--- src/rtl/ksl_pkg.sv ---
// ----------------------------------------------------------------------------
// Keyframe segment locator package
// Shared widths, defaults, item codes and the divider result bundle.
// ----------------------------------------------------------------------------
package ksl_pkg;

  // Field widths fixed by the interface.
  localparam int CNT_W    = 9;   // frame count register and internal frame numbers
  localparam int FRAME_W  = 8;   // frame index in load beats and results
  localparam int TIME_W   = 32;  // time field on the input port
  localparam int FRAC_W   = 17;  // Q0.16 fraction with room for 1.0
  localparam int QUOT_W   = 16;  // quotient bits produced by the divider

  // Parameter defaults for the top level.
  localparam int MAX_FRAMES_DEF = 256;
  localparam int TIME_BITS_DEF  = 32;

  // Fraction value for exactly 1.0.
  localparam logic [FRAC_W-1:0] ONE_Q16 = 17'h10000;

  // Item kinds.
  localparam logic KIND_LOAD  = 1'b0;
  localparam logic KIND_QUERY = 1'b1;

  // Result bundle handed from the divider to the sequencer.
  typedef struct packed {
    logic              done;
    logic [FRAC_W-1:0] fraction;
    logic              clamped;
  } div_res_t;

endpackage

--- src/rtl/ksl_frac_div.sv ---
// ----------------------------------------------------------------------------
// Keyframe segment locator blend divider
// Computes the clamped Q0.16 fraction (t-t0)/(t1-t0) with a restoring
// divider that produces one quotient bit per cycle.
// ----------------------------------------------------------------------------
module ksl_frac_div #(
  parameter int TIME_BITS = ksl_pkg::TIME_BITS_DEF
) (
  input  logic                 clk,
  input  logic                 rst,
  input  logic                 start,
  input  logic [TIME_BITS-1:0] t0,
  input  logic [TIME_BITS-1:0] t1,
  input  logic [TIME_BITS-1:0] t,
  output ksl_pkg::div_res_t    res
);

  // The operands are held steady by the caller until done.
  localparam logic [1:0] D_IDLE = 2'd0;
  localparam logic [1:0] D_SPAN = 2'd1;
  localparam logic [1:0] D_DIFF = 2'd2;
  localparam logic [1:0] D_ITER = 2'd3;

  localparam int CNT_BITS = $clog2(ksl_pkg::QUOT_W);

  logic [1:0]                   state;
  logic                         rise;
  logic                         same;
  logic                         check;
  logic [TIME_BITS-1:0]         den;
  logic [TIME_BITS-1:0]         rem;
  logic                         below;
  logic [ksl_pkg::QUOT_W-1:0]   quot;
  logic [CNT_BITS-1:0]          cnt;

  logic [TIME_BITS:0]           rem2;
  logic                         take;
  logic [TIME_BITS:0]           rem_diff;
  logic [TIME_BITS-1:0]         rem_step;
  logic [ksl_pkg::QUOT_W-1:0]   quot_step;

  // One restoring division step.
  always_comb begin
    rem2      = {rem, 1'b0};
    take      = (rem2 >= {1'b0, den});
    rem_diff  = rem2 - {1'b0, den};
    rem_step  = take ? rem_diff[TIME_BITS-1:0] : rem2[TIME_BITS-1:0];
    quot_step = {quot[ksl_pkg::QUOT_W-2:0], take};
  end

  // Sequencer: span direction, differences, range check, then the bit loop.
  always_ff @(posedge clk) begin
    if (rst) begin
      state    <= D_IDLE;
      check    <= 1'b0;
      res.done <= 1'b0;
    end else begin
      res.done <= 1'b0;
      unique case (state)
        D_IDLE: begin
          check <= 1'b0;
          if (start) begin
            state <= D_SPAN;
          end
        end
        D_SPAN: begin
          rise  <= (t1 > t0);
          same  <= (t1 == t0);
          state <= D_DIFF;
        end
        D_DIFF: begin
          if (!check) begin
            // Distances measured in the direction of the span.
            den   <= rise ? (t1 - t0) : (t0 - t1);
            rem   <= rise ? (t - t0) : (t0 - t);
            below <= rise ? (t < t0) : (t > t0);
            check <= 1'b1;
          end else begin
            // Range check before the bit loop.
            quot <= '0;
            cnt  <= '0;
            if (same) begin
              res.fraction <= '0;
              res.clamped  <= 1'b0;
              res.done     <= 1'b1;
              state        <= D_IDLE;
            end else if (below) begin
              res.fraction <= '0;
              res.clamped  <= 1'b1;
              res.done     <= 1'b1;
              state        <= D_IDLE;
            end else if (rem > den) begin
              res.fraction <= ksl_pkg::ONE_Q16;
              res.clamped  <= 1'b1;
              res.done     <= 1'b1;
              state        <= D_IDLE;
            end else if (rem == den) begin
              res.fraction <= ksl_pkg::ONE_Q16;
              res.clamped  <= 1'b0;
              res.done     <= 1'b1;
              state        <= D_IDLE;
            end else begin
              state <= D_ITER;
            end
          end
        end
        D_ITER: begin
          rem  <= rem_step;
          quot <= quot_step;
          cnt  <= cnt + 1'b1;
          if (cnt == CNT_BITS'(ksl_pkg::QUOT_W - 1)) begin
            res.fraction <= {1'b0, quot_step};
            res.clamped  <= 1'b0;
            res.done     <= 1'b1;
            state        <= D_IDLE;
          end
        end
        default: state <= D_IDLE;
      endcase
    end
  end

endmodule

--- config.mk ---
export PLATFORM = sky130hd
export DESIGN_NAME = ksl_frac_div
export DESIGN_NICKNAME = d
export VERILOG_FILES = /design/src/rtl/ksl_pkg.sv /design/src/rtl/ksl_frac_div.sv
export SDC_FILE = /design/constraint.sdc
export NUM_CORES = 1
export LEC_CHECK = 0
export BUFFER_PORTS_ARGS = -buffer_cell sky130_fd_sc_hd__buf_4
export CORE_ASPECT_RATIO = 0.5
export CORE_UTILIZATION = 52
export DETAILED_ROUTE_END_ITERATION = 10
export PLACE_DENSITY_LB_ADDON = 0.1
export SLEW_MARGIN = 10
export SYNTH_ARGS = -nofsm -noshare
export SYNTH_HDL_FRONTEND = slang
export SYNTH_SLANG_ARGS = --single-unit
--- constraint.sdc ---
create_clock -name clk -period 8 [get_ports clk]
set_input_delay 0.4 -clock clk [delete_from_list [all_inputs] [get_ports clk]]
set_output_delay 0.4 -clock clk [all_outputs]
set_load 0.02 [all_outputs]
-- Yosys cells after proc, flatten, opt, wreduce, memory -nomap -nowiden
Cells that the tools add are included.
- mux-type cells: 26
- equal/unequal tests: 11
- multiply operators: 0
- $add $sub $neg: 6
- div/mod/pow operators: 0
- reduce and logical (&&, ||, !) cells: 9
- shift-type cells: 0
- order comparisons: 5
- bitwise logic cells: 2
- operators with widths (kind ; count):
    32-bit subtractor ; 5
    32-bit 2-to-1 mux ; 4
    19-bit 2-to-1 mux ; 6
    32-bit > comparator ; 3
    32-bit equality test ; 2
    32-bit one-hot mux with 2 select lines ; 1
    19-bit one-hot mux with 2 select lines ; 1
    33-bit by 32-bit greater-or-equal comparator with 1-bit output ; 1
    32-bit less-than comparator ; 1
    15-bit one-hot mux with 2 select lines ; 1
    15-bit 2-to-1 mux ; 1
    2-bit 2-to-1 mux ; 7
    3-bit AND reduction ; 4
    2-bit inequality test, second input constant ; 4
    2-bit one-hot mux with 4 select lines ; 1
    4-bit one-hot mux with 2 select lines ; 1
    5-bit inequality test, second input constant ; 1
    5-bit AND reduction ; 1
    4-bit by 1-bit adder with 4-bit output, second input constant ; 1
    2-bit equality test, second input constant ; 2
    4-bit equality test, second input constant ; 1
    4-bit 2-to-1 mux ; 1
    2-bit nonzero test ; 2
    2-bit by 1-bit equality test with 1-bit output, second input constant ; 1
    5 further kinds ; 6
- latch bits: 0
- flip-flop bits (word level): 108
- bits in read-only memories: 0
- bits in writable memories: 0
- output and inout bits: 19
- word-level logic and storage cells: 71
- memories: 0

-- Depth between registers and ports, before layout
- word-level depth: 7
- depth in mapped cells: 13
- gate-level depth less buffers: 12

-- Worst setup path before layout
Ideal clock, no wire load.
- path type: input-to-reg
- start point: input port rst
- end point: register below, enable pin
- slack: 4.702 ns
- data arrival time: 2.833 ns
- required time: 7.536 ns
- path buffers: 0
- stages: 2
- library setup time: 0.464 ns
- path through: nand2b_1 -> nor3_1
- word-level cells in the longest chain between the ends: 2
- RTL lines (what ; line ; text):
    start: declaration ; ksl_frac_div.sv:10 ; input logic rst,
    1-bit inverter (no source line) ; - ;
    3-bit AND reduction (no source line) ; - ;
    end signal: assignment ; ksl_frac_div.sv:76 ; below <= rise ? (t < t0) : (t > t0);
    end: declaration ; ksl_frac_div.sv:32 ; logic below;
Every way passes these cells.
A chain may end at the register's enable or synchronous reset.

-- Worst setup path after layout
- start point: register rise
- end point: register rem[29], data pin
- word-level cells in the longest chain between the ends: 3
- RTL lines (what ; line ; text):
    start: declaration ; ksl_frac_div.sv:27 ; logic rise;
    start signal: assignment ; ksl_frac_div.sv:67 ; rise <= (t1 > t0);
    32-bit 2-to-1 mux ; ksl_frac_div.sv:75 ; rem <= rise ? (t - t0) : (t0 - t);
    32-bit 2-to-1 mux ; ksl_frac_div.sv:72 ; if (!check) begin
    32-bit one-hot mux with 2 select lines ; ksl_frac_div.sv:59 ; unique case (state)
    end signal: assignment ; ksl_frac_div.sv:75 ;
    end signal: assignment ; ksl_frac_div.sv:108 ; rem <= rem_step;
    end: declaration ; ksl_frac_div.sv:31 ; logic [TIME_BITS-1:0] rem;
Every way passes these cells. The select of a mux whose other input is x is not followed.

==> results.txt <==
The run finished with clean final reports. The root buffer cell chosen for the clock tree is sky130_fd_sc_hd__clkbuf_16. Grouping stages by cell kind, the critical path spends the most delay in buffers and inverters.

The mapped netlist covers 13,620 um^2. In this run the deepest clock path goes through 2 buffers. The headroom to the max-slew limit was 0.1971; the clock sink count was 108.

The standard cell with the maximum stage delay on the critical path is sky130_fd_sc_hd__buf_4. The worst path meets setup with 4030 ps of slack. Register area share after synthesis: 0.2353. The proportion of synthesized flip-flops having asynchronous set or reset works out to 0. Across the routed clock network, the largest skew measured is 16.88 ps. The tools report the summed negative setup slack over all endpoints as 0 ps. The reg-to-reg critical path startpoint was rise$_DFFE_PP_. After synthesis, the cell types taking the most area are sky130_fd_sc_hd__edfxtp_1 23%, sky130_fd_sc_hd__ha_1 18%, sky130_fd_sc_hd__a21oi_1 6.9%. Setup violations remaining at the end of the flow were counted as 0. The tools report the number of core rows as 41.

The die covers 26,870 um^2. After floorplanning, the core was sized to cover 25,440 um^2. The pre-antenna-repair detailed-routing pass consisted of 8 iterations. Number of H-tree branching levels: 3. VDD sags by at most 0.1098 mV. X dimension of the die: 230.8 um. Clock latency on the worst-skew pair, taken at its later pin, is 360 ps. Post-CTS repair changed the size of 0 cells. The most used flip-flop cell after synthesis is sky130_fd_sc_hd__edfxtp_1.

The power per unit of standard cell area is 131.9 nW/um^2, and the sequential cell area in the final layout is 3203 um^2. The total overflow left after global routing is 0. The path type of the worst setup path is flip-flop to flip-flop. Entering global routing, the biggest net connects 60 pins. The worst setup slack before clock tree synthesis is 4182 ps, and the total of max-cap violations is 0.

During I/O placement, the number of pins put on the boundary was 118. The last weighted congestion value of the routability-driven placer was 1.022. In this run, CTS created clock tree buffers numbering 9. The top-area cell type share of the netlist area works out to 0.2294. The number of slew-limit violations in the final report was 0; the flop and latch count out of synthesis was 108.

By count the netlist is led by 191 x sky130_fd_sc_hd__ha_1, 188 x sky130_fd_sc_hd__a21oi_1, 152 x sky130_fd_sc_hd__inv_1, 122 x sky130_fd_sc_hd__nand2_1, 116 x sky130_fd_sc_hd__nor2_1. The count of nets left with antenna violations once routing finished came out at 0. Relative to the synthesized area, the layout overhead comes to 9.962%.

The final worst-path cycle share works out to 0.4963. In this run, the number of DRC markers left after iteration 0 of detailed routing was 1,642. The worst setup path is launched from a flip-flop. STA classifies the critical path endpoint as a flip-flop. The placed wire-length estimate came out at 36.77 mm. For this block, the via count after detailed routing is 13,250.

The highest clock frequency the design can meet was 251.9 MHz; the final count of hold timing violations was 0. The final critical path time including I/O delays and setup is 3970 ps, and the data required time of the critical path is 8090 ps. Post-CTS timing repair inserted 0 buffers for setup.

The tools report the start point of the critical path as rise$_DFFE_PP_. The detailed-route vias per instance works out to 6.310. The number of enable flip-flop cells after synthesis was 104; the cell count after synthesis was 1,688.

For the number of global-route vias before repair, the log shows 12,120. Counting every net in the synthesized netlist gives 1,983. Along the worst path, the maximum fanout reaches 59. Overall die height: 116.4 um.

After clock tree synthesis, the flow added hold-fix buffers numbering 0. For this run, design rule violations remaining after detail routing come to 0. Walking the worst path, the cells encountered are buf_4, buf_4, inv_2, mux2i_1, a221o_1, a31oi_1, o22ai_1, or3_1, o311ai_1, a31oi_1. The initial antenna violation count was 1; the smallest hold slack was 254.0 ps.

The layout net count came out at 2,046. The number of distinct standard cells referenced by the synthesized netlist was 74. The total wirelength of the detailed-routed design was 44.99 mm; the clock slew seen by the registers of the worst setup and hold paths was 70 ps.

The worst hold path class was input port to flip-flop. In this run the mean area of a mapped cell was 8.066 um^2. The delay of the slowest critical-path stage came out at 640 ps. The first global-routing pass estimated 68.85 mm of wire. The all-layer global routing usage was 0.3334. In the final layout, the multi-input gates occupy 9547 um^2. The number of antenna diodes in the final layout is 0. The logs give 0 for the count of warnings emitted by yosys and 0.5351 for the effective utilization at floorplan. The combined buffer and inverter count along the critical path came out at 3. For the worst setup path, the data arrival time is 4060 ps.

The most used standard cell by instance count after synthesis is sky130_fd_sc_hd__ha_1. TritonCTS built the clock tree. In this run the most critical hold path is launched from rst. The number of buffer cells added on primary ports came out at 117.

Setup repair after global routing left no endpoint under its margin. sky130_fd_sc_hd__edfxtp_1 takes more of the synthesized area than any other cell. The fraction of final layout cells with drive strength greater than 1 was 0.09169.

After detailed routing, the average wire length per cell comes to 21.42 um. Fill cells in the final layout number 2,428. At the pin with the least slew margin, the transition time is 1202 ps.

The analysis attributes to cell leakage a power of 6.925 nW.
metal layers:
layer,track usage,up-vias,part of all wire
met5,0,-,0
li1,-,6283,-
met4,0.04459,0,0.011
met1,0.5023,6254,0.48
met3,0.1145,43,0.12
met2,0.4589,671,0.38
report_power, final:
part | total (mW) | switching (mW) | leakage (nW) | internal [mW]
registers | 0.668 | 0.0143 | 1.00 | 0.654
logic | 0.854 | 0.544 | 5.79 | 0.310
clock network | 0.452 | 0.233 | 0.135 | 0.219
total | 1.97 | 0.791 | 6.93 | 1.18
metrics by stage:
stage            util  area [um^2]  cells  power [mW]
2_1_floorplan       -        13620   1688       1.222
3_3_place_gp   0.5772        14690   2084       1.490
3_5_place_dp   0.5772        14690   2084       1.499
4_1_cts        0.5884        14970   2100       1.949
5_1_grt        0.5884        14970   2100       2.070
6_report       0.5884        14970   2100       1.974
area by class of cell:
| class | count | area share |
|---|---|---|
| clock buffers | 10 | 0.01529 |
| repair buffers | 124 | 0.06218 |
| flip-flops and latches | 108 | 0.2139 |
| inverters | 153 | 0.03836 |
| clock inverters | 6 | 0.003844 |
| well taps | 344 | 0.02875 |
| multi-input cells | 1355 | 0.6376 |
worst paths after layout:
kind,cells after the start,slack (ps),end
worst min register to register,1,530,res[16]$_DFFE_PP_
worst min-delay path,2,250,check$_SDFFE_PP0P_
worst max register to register,10,4030,rem[29]$_DFFE_PP_
worst max-delay path,10,4030,rem[29]$_DFFE_PP_
layout by cell type (no fill, tap or decap), drive strengths merged, types with 31 or more instances in the layout:
master / synthesis / routed
nor2: 116 / 116
and2: 31 / 31
inv: 153 / 156
nand2: 122 / 122
xor2: 36 / 36
ha: 191 / 191
a21o: 73 / 73
o21ai: 123 / 123
buf: 18 / 124
nand3: 32 / 32
and3: 36 / 36
mux2i: 38 / 38
xnor2: 45 / 45
edfxtp: 104 / 104
a21oi: 189 / 189
worst register-to-register path: cells and delay by family, from the launching register on:
family	cells	cell delay (ps)
compound gates	5	1130
flops	1	320
mux	1	300
buf+inv	3	1620
simple gates	1	350
cell families (layout without fill, tap and decap cells):
kind of cell | after synthesis | count (layout) | share of synthesized area
AND/OR/NAND/NOR | 452 | 452 | 0.1604
AO/OA/AOI/OAI | 583 | 583 | 0.2724
buffers and inverters | 225 | 293 | 0.06497
adder cells (fa/ha/maj) | 196 | 196 | 0.1829
flip-flops | 108 | 108 | 0.2353
XOR/XNOR | 81 | 81 | 0.05210
multiplexers | 43 | 43 | 0.03207
sequential cells by signal (all words and copies together) (netlist names):
register  flops
res          19
below         1
quot         15
den          32
cnt           4
check         1
same          1
rem          32
rise          1
state         2
(Power assumes the default switching activity.)
